### src/design/lats_pkg.sv
// Shared types, register indexes and tone codes of the level alarm tone sequencer.
`timescale 1ns / 1ps
`default_nettype none
package lats_pkg;

   // Default chime tone durations in milliseconds.
   localparam logic [15:0] LATS_CHIME_C_MS = 16'd150;
   localparam logic [15:0] LATS_CHIME_E_MS = 16'd200;

   // Configuration register indexes.
   localparam int unsigned CSR_INDEX_W = 3;
   localparam logic [CSR_INDEX_W-1:0] CSR_FEEDER_LOW  = 3'd0;
   localparam logic [CSR_INDEX_W-1:0] CSR_WATER_LOW   = 3'd1;
   localparam logic [CSR_INDEX_W-1:0] CSR_INTERVAL    = 3'd2;
   localparam logic [CSR_INDEX_W-1:0] CSR_WINDOW      = 3'd3;
   localparam logic [CSR_INDEX_W-1:0] CSR_TONE_A      = 3'd4;
   localparam logic [CSR_INDEX_W-1:0] CSR_TONE_E      = 3'd5;
   localparam logic [CSR_INDEX_W-1:0] CSR_TONE_GAP    = 3'd6;
   localparam logic [CSR_INDEX_W-1:0] CSR_RESOLVED_GAP = 3'd7;

   // Tone action codes.
   localparam logic [1:0] ACT_NONE  = 2'd0;
   localparam logic [1:0] ACT_START = 2'd1;
   localparam logic [1:0] ACT_STOP  = 2'd2;

   // Tone select codes.
   localparam logic [1:0] SEL_ALARM_A = 2'd0;
   localparam logic [1:0] SEL_ALARM_E = 2'd1;
   localparam logic [1:0] SEL_CHIME_C = 2'd2;
   localparam logic [1:0] SEL_CHIME_E = 2'd3;

   // Chime steps; the fourth code is never entered.
   localparam logic [1:0] CHIME_START_C  = 2'd0;
   localparam logic [1:0] CHIME_WAIT_E   = 2'd1;
   localparam logic [1:0] CHIME_WAIT_END = 2'd2;

   typedef struct packed {
      logic [31:0] now_ms;
      logic [9:0]  feeder_level;
      logic [9:0]  water_level;
   } req_type;

   typedef struct packed {
      logic [1:0]  tone_action;
      logic [1:0]  tone_select;
      logic [15:0] tone_duration_ms;
      logic        alarm_now;
   } rsp_type;

   typedef struct packed {
      logic [9:0]  feeder_low_threshold;
      logic [9:0]  water_low_threshold;
      logic [31:0] alert_interval_ms;
      logic [31:0] alert_window_ms;
      logic [15:0] tone_a_ms;
      logic [15:0] tone_e_ms;
      logic [15:0] tone_gap_ms;
      logic [15:0] resolved_gap_ms;
   } cfg_type;

   typedef struct packed {
      logic        alarm_latched;
      logic [31:0] phase_start;
      logic [31:0] cycle_start;
      logic        pattern_second;
      logic        sounding;
      logic        chime_active;
      logic [1:0]  chime_step;
      logic [31:0] chime_phase_start;
   } state_type;

endpackage
`default_nettype wire

### src/design/level_alarm_tone_sequencer.sv
// Top level of the level alarm tone sequencer: input register, step logic, result register.
// An accepted beat is held in the input register and its result in the result register.
// Throughput: one beat per cycle while rsp_stall is low; the tick step is a single pass
// of compares and 32-bit subtracts between the input register and the result register.
// Reset is synchronous and active high; it empties both registers, clears the
// sequencer state and loads the register defaults.
`timescale 1ns / 1ps
`default_nettype none
module level_alarm_tone_sequencer
   import lats_pkg::*;
#(
   parameter logic [15:0] CHIME_C_MS = LATS_CHIME_C_MS,
   parameter logic [15:0] CHIME_E_MS = LATS_CHIME_E_MS
)
(
   input  wire logic                   clock,
   input  wire logic                   reset,
   input  wire logic                   req_valid,
   output logic                        req_stall,
   input  req_type                     req_data,
   output logic                        rsp_valid,
   input  wire logic                   rsp_stall,
   output rsp_type                     rsp_data,
   input  wire logic                   csr_we,
   input  wire logic [CSR_INDEX_W-1:0] csr_index,
   input  wire logic [31:0]            csr_wdata
);

   cfg_type   cfg;
   state_type state_ff;
   state_type state_in;
   rsp_type   result;

   // Input register. It holds one tick until the step logic can hand its
   // result to the result register.
   logic    in_valid_ff;
   req_type in_ff;

   // Result register. While it holds a stalled beat the input register keeps
   // its tick, so one more beat can be taken before the input side stalls.
   logic    out_valid_ff;
   rsp_type out_ff;

   logic advance;
   logic accept;

   lats_csr u_csr (
      .clock     (clock),
      .reset     (reset),
      .csr_we    (csr_we),
      .csr_index (csr_index),
      .csr_wdata (csr_wdata),
      .cfg       (cfg)
   );

   lats_step #(
      .CHIME_C_MS (CHIME_C_MS),
      .CHIME_E_MS (CHIME_E_MS)
   ) u_step (
      .item       (in_ff),
      .cfg        (cfg),
      .state      (state_ff),
      .state_next (state_in),
      .result     (result)
   );

   // The held tick moves on when the result register is empty or is being
   // emptied at this edge. The sequencer state commits at the same edge, so
   // each tick sees the state left by the one before it.
   assign advance   = in_valid_ff && (!out_valid_ff || !rsp_stall);
   assign req_stall = in_valid_ff && !advance;
   assign accept    = req_valid && !req_stall;

   always_ff @(posedge clock) begin
      if (reset) begin
         in_valid_ff <= 1'b0;
      end else if (accept) begin
         in_valid_ff <= 1'b1;
      end else if (advance) begin
         in_valid_ff <= 1'b0;
      end
   end

   always_ff @(posedge clock) begin
      if (accept) begin
         in_ff <= req_data;
      end
   end

   always_ff @(posedge clock) begin
      if (reset) begin
         state_ff <= '0;
      end else if (advance) begin
         state_ff <= state_in;
      end
   end

   always_ff @(posedge clock) begin
      if (reset) begin
         out_valid_ff <= 1'b0;
      end else if (advance) begin
         out_valid_ff <= 1'b1;
      end else if (!rsp_stall) begin
         out_valid_ff <= 1'b0;
      end
   end

   always_ff @(posedge clock) begin
      if (advance) begin
         out_ff <= result;
      end
   end

   assign rsp_valid = out_valid_ff;
   assign rsp_data  = out_ff;

   // The input side only stalls behind a stalled result beat.
   a_stall_cause: assert property (@(posedge clock) disable iff (reset)
      req_stall |-> (rsp_valid && rsp_stall))
      else $error("input stalled without a stalled result beat");

   // Select and duration are zero unless a tone starts.
   a_idle_fields: assert property (@(posedge clock) disable iff (reset)
      (rsp_valid && (rsp_data.tone_action != ACT_START)) |->
      ((rsp_data.tone_select == SEL_ALARM_A) && (rsp_data.tone_duration_ms == 16'd0)))
      else $error("tone fields set on a beat that starts no tone");

   // The chime only runs while the alarm is clear.
   a_chime_clear: assert property (@(posedge clock) disable iff (reset)
      state_ff.chime_active |-> !state_ff.alarm_latched)
      else $error("chime active while alarm latched");

   // A committed tick always leaves a result beat behind it.
   a_advance_out: assert property (@(posedge clock) disable iff (reset)
      advance |=> rsp_valid)
      else $error("tick committed without a result beat");

endmodule
`default_nettype wire

### src/design/lats_csr.sv
// Configuration register file of the level alarm tone sequencer.
`timescale 1ns / 1ps
`default_nettype none
module lats_csr
   import lats_pkg::*;
(
   input  wire logic                   clock,
   input  wire logic                   reset,
   input  wire logic                   csr_we,
   input  wire logic [CSR_INDEX_W-1:0] csr_index,
   input  wire logic [31:0]            csr_wdata,
   output cfg_type                     cfg
);

   cfg_type cfg_ff;

   always_ff @(posedge clock) begin
      if (reset) begin
         cfg_ff.feeder_low_threshold <= 10'd200;
         cfg_ff.water_low_threshold  <= 10'd200;
         cfg_ff.alert_interval_ms    <= 32'd60000;
         cfg_ff.alert_window_ms      <= 32'd3000;
         cfg_ff.tone_a_ms            <= 16'd200;
         cfg_ff.tone_e_ms            <= 16'd200;
         cfg_ff.tone_gap_ms          <= 16'd100;
         cfg_ff.resolved_gap_ms      <= 16'd150;
      end else if (csr_we) begin
         unique case (csr_index)
            CSR_FEEDER_LOW:   cfg_ff.feeder_low_threshold <= csr_wdata[9:0];
            CSR_WATER_LOW:    cfg_ff.water_low_threshold  <= csr_wdata[9:0];
            CSR_INTERVAL:     cfg_ff.alert_interval_ms    <= csr_wdata;
            CSR_WINDOW:       cfg_ff.alert_window_ms      <= csr_wdata;
            CSR_TONE_A:       cfg_ff.tone_a_ms            <= csr_wdata[15:0];
            CSR_TONE_E:       cfg_ff.tone_e_ms            <= csr_wdata[15:0];
            CSR_TONE_GAP:     cfg_ff.tone_gap_ms          <= csr_wdata[15:0];
            CSR_RESOLVED_GAP: cfg_ff.resolved_gap_ms      <= csr_wdata[15:0];
            default: ;
         endcase
      end
   end

   assign cfg = cfg_ff;

endmodule
`default_nettype wire

### src/design/lats_step.sv
// Next-state and result logic for one service tick of the tone sequencer.
`timescale 1ns / 1ps
`default_nettype none
module lats_step
   import lats_pkg::*;
#(
   parameter logic [15:0] CHIME_C_MS = LATS_CHIME_C_MS,
   parameter logic [15:0] CHIME_E_MS = LATS_CHIME_E_MS
)
(
   input  req_type   item,
   input  cfg_type   cfg,
   input  state_type state,
   output state_type state_next,
   output rsp_type   result
);

   logic        alarm;
   logic [31:0] cyc;
   logic [31:0] el;
   logic [31:0] chime_el;
   logic        restart;
   logic        out_window;
   logic        pattern_eff;
   logic [15:0] target;
   logic        tone_done;
   logic        gap_done;

   assign alarm = (item.feeder_level <= cfg.feeder_low_threshold) ||
                  (item.water_level <= cfg.water_low_threshold);

   // All compares run in parallel. On an interval restart the elapsed times
   // are zero, so the window, tone and gap tests check limits against zero.
   assign cyc         = item.now_ms - state.cycle_start;
   assign el          = item.now_ms - state.phase_start;
   assign chime_el    = item.now_ms - state.chime_phase_start;
   assign restart     = cyc >= cfg.alert_interval_ms;
   assign out_window  = restart ? (cfg.alert_window_ms == 32'd0)
                                : (cyc >= cfg.alert_window_ms);
   assign pattern_eff = restart ? 1'b0 : state.pattern_second;
   assign target      = pattern_eff ? cfg.tone_e_ms : cfg.tone_a_ms;
   assign tone_done   = restart ? (target == 16'd0) : (el >= {16'd0, target});
   assign gap_done    = restart ? (cfg.tone_gap_ms == 16'd0)
                                : (el >= {16'd0, cfg.tone_gap_ms});

   always_comb begin
      state_next              = state;
      result.tone_action      = ACT_NONE;
      result.tone_select      = SEL_ALARM_A;
      result.tone_duration_ms = 16'd0;
      result.alarm_now        = alarm;

      if (alarm != state.alarm_latched) begin
         state_next.alarm_latched  = alarm;
         state_next.phase_start    = item.now_ms;
         state_next.cycle_start    = item.now_ms;
         state_next.pattern_second = 1'b0;
         state_next.chime_step     = CHIME_START_C;
         if (alarm) begin
            state_next.chime_active = 1'b0;
            state_next.sounding     = 1'b1;
            result.tone_action      = ACT_START;
         end else begin
            state_next.sounding          = 1'b0;
            state_next.chime_active      = 1'b1;
            state_next.chime_phase_start = item.now_ms;
            result.tone_action           = ACT_STOP;
         end
      end else if (alarm) begin
         if (restart) begin
            state_next.cycle_start    = item.now_ms;
            state_next.phase_start    = item.now_ms;
            state_next.pattern_second = 1'b0;
         end
         if (out_window) begin
            if (state.sounding) begin
               state_next.sounding = 1'b0;
               result.tone_action  = ACT_STOP;
            end
         end else if (state.sounding) begin
            if (tone_done) begin
               state_next.sounding       = 1'b0;
               state_next.phase_start    = item.now_ms;
               state_next.pattern_second = !pattern_eff;
               result.tone_action        = ACT_STOP;
            end
         end else if (gap_done) begin
            state_next.sounding    = 1'b1;
            state_next.phase_start = item.now_ms;
            result.tone_action     = ACT_START;
            result.tone_select     = pattern_eff ? SEL_ALARM_E : SEL_ALARM_A;
         end
      end else if (state.sounding) begin
         state_next.sounding = 1'b0;
         result.tone_action  = ACT_STOP;
      end else if (state.chime_active) begin
         unique case (state.chime_step)
            CHIME_START_C: begin
               state_next.chime_step        = CHIME_WAIT_E;
               state_next.chime_phase_start = item.now_ms;
               result.tone_action           = ACT_START;
               result.tone_select           = SEL_CHIME_C;
               result.tone_duration_ms      = CHIME_C_MS;
            end
            CHIME_WAIT_E: begin
               if (chime_el >= {16'd0, cfg.resolved_gap_ms}) begin
                  state_next.chime_step        = CHIME_WAIT_END;
                  state_next.chime_phase_start = item.now_ms;
                  result.tone_action           = ACT_START;
                  result.tone_select           = SEL_CHIME_E;
                  result.tone_duration_ms      = CHIME_E_MS;
               end
            end
            CHIME_WAIT_END: begin
               if (chime_el >= {16'd0, CHIME_E_MS}) begin
                  state_next.chime_active      = 1'b0;
                  state_next.chime_step        = CHIME_START_C;
                  state_next.chime_phase_start = item.now_ms;
                  result.tone_action           = ACT_STOP;
               end
            end
            default: begin
               state_next.chime_active = 1'b0;
               state_next.chime_step   = CHIME_START_C;
            end
         endcase
      end
   end

endmodule
`default_nettype wire
### config.mk
export PLATFORM = sky130hd
export DESIGN_NAME = level_alarm_tone_sequencer
export DESIGN_NICKNAME = d
export VERILOG_FILES = /design/src/design/lats_pkg.sv /design/src/design/level_alarm_tone_sequencer.sv /design/src/design/lats_csr.sv /design/src/design/lats_step.sv
export SDC_FILE = /design/constraint.sdc
export NUM_CORES = 1
export LEC_CHECK = 0
export BUFFER_PORTS_ARGS = -buffer_cell sky130_fd_sc_hd__buf_2
export CORE_MARGIN = 2
export CORE_UTILIZATION = 55
export CTS_CLUSTER_SIZE = 14
export DETAILED_ROUTE_END_ITERATION = 6
export PLACE_DENSITY = 0.82
export SETUP_SLACK_MARGIN = 0.15
export SYNTH_ARGS = -nofsm -noshare
export SYNTH_HDL_FRONTEND = slang
export SYNTH_HIERARCHICAL = 1
export SYNTH_SLANG_ARGS = --single-unit
### constraint.sdc
create_clock -name clock -period 11.69 [get_ports clock]
set_input_delay 1.169 -clock clock [delete_from_list [all_inputs] [get_ports clock]]
set_output_delay 1.169 -clock clock [all_outputs]
set_load 0.02 [all_outputs]
Word-level counts from Yosys, hierarchy flattened
Cells that the tools add are included.
- bits in registers: 325
- logic and storage cells: 144
- add/subtract/negate cells: 3
- magnitude comparators: 8
- equality and inequality tests: 15
- muxes and demuxes: 55
- bitwise gates (word level): 2
- reduce and logical (&&, ||, !) cells: 36
- operators with widths (cell ; count):
    32-bit 2-to-1 mux ; 5
    35-bit 2-to-1 mux ; 4
    65-bit 2-to-1 mux ; 2
    101-bit 2-to-1 mux ; 1
    20-bit 2-to-1 mux ; 5
    32-bit by 16-bit >= comparator with 1-bit output ; 3
    32-bit one-hot mux with 3 select lines ; 1
    32-bit subtractor ; 3
    32-bit >= comparator ; 2
    18-bit one-hot mux with 2 select lines ; 1
    34-bit 2-to-1 mux ; 1
    32-bit by 8-bit >= comparator with 1-bit output, second input constant ; 1
    16-bit zero test ; 2
    32-bit zero test ; 1
    2-bit 2-to-1 mux ; 12
    10-bit less-or-equal comparator ; 2
    2-bit AND reduction ; 10
    19-bit 2-to-1 mux ; 1
    18-bit 2-to-1 mux ; 1
    16-bit 2-to-1 mux ; 1
    1-bit 2-to-1 mux ; 15
    3-bit == test, second input constant ; 4
    2-bit one-hot mux with 3 select lines ; 2
    2-bit nonzero test ; 4
    23 further kinds ; 35

Logic depth before layout (Yosys ltp)
Gate-level depths: netlist (run 1).
- word-level depth: 12
- depth in mapped cells: 39
- gate-level depth less buffers: 37

By module
Netlist (run 1), hierarchy kept.
- by module, submodules not included (module ; times used ; cells each ; area an instance (um^2) ; sequential area each (um^2)):
    lats_step ; 1 ; 1559 ; 10841.6 ; 0.0
    level_alarm_tone_sequencer ; 1 ; 525 ; 6804.0 ; 4274.1
    lats_csr ; 1 ; 543 ; 5878.1 ; 2962.8

Worst setup path after synthesis (run 1)
Ideal clock, no wire load.
- path type: register to register
- start point: reg in_ff[21] (netlist bit)
- end point: reg state_ff[91] (netlist bit)
- arrival time: 7755 ps
- slack: 3794 ps
- cell stages (with the launch flop): 37
- buffers on the path: 2
- cells stage by stage: edfxtp_1 > ha_1 > nor2b_1 > o21a_1 > o21ai_0 > a31oi_1 > a21bo_2 > nor3b_1 > nor3b_1 > o21ai_0 > a2111oi_0 > nor3_1 > nand3b_1 > ha_1 > nand4_1 > nor4_1 > a21oi_1 > nand2_1 > a211o_1 > clkbuf_1 > nor2_1 > mux2_2 > ha_1 > nand2b_1 > a21o_1 > a21o_1 > a211o_1 > o2111ai_1 > a21oi_1 > or2_2 > a32oi_1 > o21bai_1 > a21oi_1 > clkbuf_1 > mux2_2 > nand2b_1 > mux2i_1
- RTL lines (element ; RTL line ; source):
    start, declared ; level_alarm_tone_sequencer.sv:37 ; req_type in_ff;
    start signal, assigned ; level_alarm_tone_sequencer.sv:86 ; in_ff <= req_data;
    end signal, assigned ; level_alarm_tone_sequencer.sv:94 ; state_ff <= state_in;
    end, declared ; level_alarm_tone_sequencer.sv:30 ; state_type state_ff;

==> metrics, run 1 <==
outcome finished clean; Synth async-reset ratio 0%; Finish-stage setup viols 0; Syn-to-layout area delta 8.77%; Synth Warn # 6; Sinks on Clock Net 325; top cell type's share of synthesized area 21.4%; via density per instance 6.02; synth cell count leaders 366 x nand2b_1, 266 x mux2i_1, 252 x dfxtp_1, 246 x inv_1, 227 x ha_1; final wirelength 63100 um; Worst Setup End Kind register; cts bufs inserted 37; core area 42000 sq um; routability cong. 0.981; Cell Pwr Density 136 nW/um^2; worst hold margin 474 ps; initial antenna violation count 1; IO Port Bufs 114; fin util 60.9%; Synth Cell Area 23500 sq um; io pins 115; TritonCTS clock tree done; Syn Area/Cell 8.95 sq um; number of global-route vias before repair 19529; setup TNS 0 ps; element type at the critical path start register; # DRC 0; first-pass GRT wire length 99600 um; clk_skew 27.1 ps; fmax 0.107 GHz; Total Power 0.00349 W; final hold viol count 0; post-DP HPWL 46500 um; worst skew pair latency 570 ps; Worst Tran Pin Value 1250 ps; Overflow after GRT 0; deepest clock path buffer count 3; count leader, synth nand2b_1; RSZ-0062 raised after global routing no; Max-slew headroom 16.6%; EDFF count, synth 73; die height 211 um; share of layout cells above drive strength 1 10.3%; Clock Pin Slew Worst Setup and Hold Paths 60 ps; Synth Register Bits 325; CP dominant cell by count ha_1; antenna viol nets, final 0; DR vias 19533; Die Wd 211 um; Routed WL per cell 19.5 um; Syn Inst Count 2627; Fill cells 3521; largest net degree at the start of global routing 150; Yosys cell types 89; htree depth 2; number of post-CTS setup repair buffers 0; CP max FO 32; hold bufs inserted after CTS 0; Worst Hold Class register to register; Tot GR Track Use 28.0%; CP peak stage delay 950 ps; CTS root buf clkbuf_16; Crit Path Class register to register; max-cap violations 0; max-slew violation count 0; synth top area cells dfxtp_1 21%, ha_1 12%, mux2i_1 11%, nand2b_1 9.7%, edfxtp_1 9.3%; ANT cells 0; cell leakage power 10.8 nW; cell taking the most area after synthesis dfxtp_1; DRT Pass-1 Iters 7; Starting DRT DRC Count 1577; final worst-path cycle share 79.8%; die area 44400 sq um; CP max-delay cell a21oi_4; Starting Density 56.0%; Post-CTS Resized 0; num rows 75; Seq/Total Area, Yosys 30.8%; peak supply drop 0.0000958 V; Final Net Count 2997; crit path DAT 9740 ps; Most used DFF post-synth dfxtp_1; Data required, critical path 12100 ps; Final Critical Period 9330 ps
worst max-delay path, delay by kind of cell, from the launching register on:
kind	cells	cell delay [ps]
compound gates	16	4480
fa+ha+maj	3	960
buf+inv	1	310
flops	1	580
mux	3	910
simple gates	12	1890
power breakdown:
group | internal, W | switching (W) | total (W)
clock | 0.000742 | 0.000512 | 0.00125
combinational | 0.000410 | 0.000577 | 0.000988
sequential | 0.00120 | 0.0000449 | 0.00124
state kept, by name, indices dropped and copies added (netlist names):
| register | count |
|---|---|
| in_ff | 52 |
| u_csr/cfg | 148 |
| rsp_valid | 1 |
| in_valid_ff | 1 |
| rsp_data | 21 |
| state_ff | 102 |
through the flow:
stage | worst slack, ps | std cells | instance area, sq um
after floorplan | 3790 | 2636 | 23600
after CTS | 2480 | 3243 | 25600
after global placement | 2860 | 3175 | 24300
after detailed placement | 2530 | 3175 | 24300
final | 2360 | 3243 | 25600
after global routing | 1800 | 3243 | 25600
layer usage:
metal	vias to the layer above	GRT usage (%)	share of wire, %
met2	682	49.0	48
li1	9265	-	-
met4	0	13.1	4.2
met5	-	0	0
met3	187	4.13	5.6
met1	9399	33.9	42
placed cells by master (no fill, tap or decap), types with 32 or more instances in the layout:
cell type  instances
nand2b_1         366
mux2i_1          266
dfxtp_1          252
inv_1            246
ha_1             227
a21oi_1          136
nor2_1           131
nand2_1          118
buf_2            113
o21ai_0          103
edfxtp_1          73
a21o_1            73
clkbuf_16         42
xnor2_1           38
nand3_1           32
nand4_1           32
worst paths after layout:
kind	start	to	slack (ps)	cells after the start
setup / recovery	in_ff[21]	state_ff[93]	2360	35
hold / removal	state_ff[53]	state_ff[53]	470	2
setup reg to reg	in_ff[21]	state_ff[93]	2360	35
hold reg to reg	state_ff[53]	state_ff[53]	470	2
area by class of cell:
class / count / area, sq um / share of cell area (%)
Multi-Input combinational cell: 1940 / 14800 / 57.7
Clock inverter: 18 / 199 / 0.778
Inverter: 246 / 923 / 3.61
Tap cell: 539 / 674 / 2.64
Sequential cell: 325 / 7240 / 28.3
Clock buffer: 50 / 1110 / 4.34
Timing Repair Buffer: 125 / 674 / 2.64
kinds of logic (layout without fill, tap and decap cells):
kind of cell	Yosys count	after routing	synth area share, %
multiplexers	333	333	14.9
other	1	10	0.0159
XOR/XNOR	66	66	2.46
adder cells (fa/ha/maj)	230	230	12.3
flip-flops	325	325	30.8
AND/OR/NAND/NOR	823	823	19.4
buffers and inverters	371	439	6.77
AO/OA/AOI/OAI	478	478	13.4
Power figures use the tool's default switching activity.
==> run 2, diff against run 1 <==
--- a/config.mk
+++ b/config.mk
@@ -10,7 +10,7 @@
 export CORE_UTILIZATION = 55
 export CTS_CLUSTER_SIZE = 14
 export DETAILED_ROUTE_END_ITERATION = 6
-export PLACE_DENSITY = 0.82
+export PLACE_DENSITY = 0.85
 export SETUP_SLACK_MARGIN = 0.15
 export SYNTH_ARGS = -nofsm -noshare
 export SYNTH_HDL_FRONTEND = slang
==> constraint.sdc (replaced) <==
create_clock -name clock -period 7.9 [get_ports clock]
set_input_delay 0.79 -clock clock [delete_from_list [all_inputs] [get_ports clock]]
set_output_delay 0.79 -clock clock [all_outputs]
set_load 0.02 [all_outputs]
==> run 2 against run 1 <==
Effect of this change: core utilization increased by 1.2 points; largest cell class unchanged; largest power group is now registers; critical path depth decreased by 3; die area unchanged; register-to-register slack got worse by 2100 ps; final area increased by 1.9%; combinational power increased by 60%; non-clock buffer count increased by 45; critical endpoint is now state_ff[87]; first-iteration DRC count decreased by 1.8%; setup slack got worse by 2100 ps; highest routed layer unchanged; fmax increased by 22%; sequential power increased by 47%; flip-flop and latch count unchanged.
==> metrics, run 2 (synthesis gave the netlist of run 1 again) <==
final wirelength 65700 um (was 63100 um); CTS root buf clkbuf_16 (unchanged); DRT Pass-1 Iters 6 (was 7); Worst Tran Pin Value 1260 ps (was 1250 ps); most frequent cells in the layout 366 x nand2b_1, 266 x mux2i_1, 251 x dfxtp_1 (was 366 x nand2b_1, 266 x mux2i_1, 252 x dfxtp_1); DR vias 19682 (was 19533); share of layout cells above drive strength 1 12.7% (was 10.3%); switching share of power 33.0% (was 32.6%); cell leakage power 11.0 nW (was 10.8 nW); setup TNS 0 ps (unchanged); htree depth 2 (unchanged); ANT cells 0 (unchanged); Total Power 0.00519 W (was 0.00349 W); CP dominant cell by count a21oi_1 (was ha_1); final hold viol count 0 (unchanged); Final Net Count 3042 (was 2997); Finish-stage setup viols 0 (unchanged); worst skew pair latency 580 ps (was 570 ps); Largest register FFs 148 (unchanged); number of global-route vias before repair 19698 (was 19529); Worst Hold Class input pin to register (was register to register); Die Wd 211 um (unchanged); Clock Pin Slew Worst Setup and Hold Paths 60 ps (about the same); Tot GR Track Use 29.1% (was 28.0%); Comb power frac 30.5% (was 28.3%); crit path DAT 8050 ps (was 9740 ps); core area 42000 sq um (unchanged); Starting DRT DRC Count 1549 (was 1577); Int Power 0.00347 W (was 0.00235 W); via density per instance 5.99 (was 6.02); register area 7240 sq um (about the same); Placed Area 24600 sq um (was 24300 sq um); Psw 0.00171 W (was 0.00113 W); # DRC 0 (unchanged); io pins 115 (unchanged); IO Port Bufs 114 (unchanged); Max-slew headroom 15.9% (was 16.6%); die area 44400 sq um (unchanged); Seq pwr share 35.1% (was 35.7%); Final Critical Period 7630 ps (was 9330 ps); Multi-input gate area 14900 sq um (was 14800 sq um); outcome finished clean (unchanged); fin util 62.0% (was 60.9%); initial antenna violation count 0 (was 1); Cell Pwr Density 199 nW/um^2 (was 136 nW/um^2); max-cap violations 0 (unchanged); CP max-delay cell edfxtp_1 (was a21oi_4); Worst Setup End Kind register (unchanged); cts bufs inserted 37 (unchanged); post-DP HPWL 48200 um (was 46500 um); peak supply drop 0.000175 V (was 0.0000958 V); commonest non-fill, non-tap cell in the layout nand2b_1 (unchanged); clk_skew 25.4 ps (was 27.1 ps); final worst-path cycle share 96.6% (was 79.8%); Data required, critical path 8310 ps (was 12100 ps); Fill cells 3403 (was 3521); Sinks on Clock Net 325 (unchanged); Starting Density 56.0% (unchanged); Final Cell Area 26100 sq um (was 25600 sq um); first-pass GRT wire length 103000 um (was 99600 um); part of the power in the clock network 34.4% (was 36.0%); die height 211 um (unchanged); deepest clock path buffer count 3 (unchanged); fmax 0.131 GHz (was 0.107 GHz); num rows 75 (unchanged); Overflow after GRT 0 (unchanged); largest net degree at the start of global routing 171 (was 150); RSZ-0062 raised after global routing no (unchanged); routability cong. 0.998 (was 0.981); element type at the critical path start register (unchanged); Routed WL per cell 20.0 um (was 19.5 um); CP max FO 8 (was 32); Crit Path Class register to register (unchanged); max-slew violation count 0 (unchanged); TritonCTS clock tree done (unchanged); antenna viol nets, final 0 (unchanged); CP peak stage delay 410 ps (was 950 ps); Syn-to-layout area delta 10.8% (was 8.77%)
run 2: worst max-delay path, delay by kind of cell, from the launching register on:
kind | cells | cell delay (ps)
compound gates | 19 | 4030
simple gates | 5 | 780
flops | 1 | 410
xor+xnor | 1 | 290
buf+inv | 1 | 240
fa+ha+maj | 3 | 950
mux | 3 | 750
run 2: metrics by stage:
stage	worst slack [ps]	std cells	hold WS, ps
CTS	176	3280	365
finish	266	3288	385
floorplan	160	2636	447
global placement	258	3212	458
detailed placement	-38.5	3212	461
global route	44.4	3288	377
run 2: path summary, 6_finish.rpt:
path                     start           end  slack, ps  cells past startpoint
setup / recovery     in_ff[21]  state_ff[87]        270                     32
hold / removal    req_data[10]     in_ff[10]        390                      1
setup reg to reg     in_ff[21]  state_ff[87]        270                     32
hold reg to reg   state_ff[67]  state_ff[67]        480                      2
run 2: power groups by stage:
stage / Combinational, W / Clock, W / Sequential [W]
2_1_floorplan: 0.00107 / 0 / 0.00185
4_1_cts: 0.00149 / 0.00181 / 0.00182
3_3_place_gp: 0.00142 / 0 / 0.00185
6_report: 0.00158 / 0.00179 / 0.00182
5_1_grt: 0.00172 / 0.00187 / 0.00183
3_5_place_dp: 0.00147 / 0 / 0.00185
run 2: timing repair:
| action | in CTS | in global routing |
|---|---|---|
| pin swaps | 1 | 18 |
| hold buffers | 0 | 0 |
| endpoints found under the setup margin | 31 | 33 |
| setup buffers | 0 | 6 |
| endpoints found under the hold margin | 0 | 0 |
| gates cloned | 0 | 2 |
| gates resized for setup | 10 | 36 |
run 2: area by class of cell:
cell class | count | area share [%]
Sequential cell | 325 | 27.8
Inverter | 246 | 3.54
Clock buffer | 51 | 3.99
Clock inverter | 17 | 0.773
Timing Repair Buffer | 170 | 4.06
Tap cell | 539 | 2.59
Multi-Input combinational cell | 1940 | 57.3
run 2: metal layers:
| metal | track usage, % | part of all wire [%] |
|---|---|---|
| met3 | 4.68 | 7.0 |
| met1 | 35.8 | 41 |
| met4 | 14.9 | 5.0 |
| met2 | 49.2 | 47 |
| met5 | 0 | 0 |
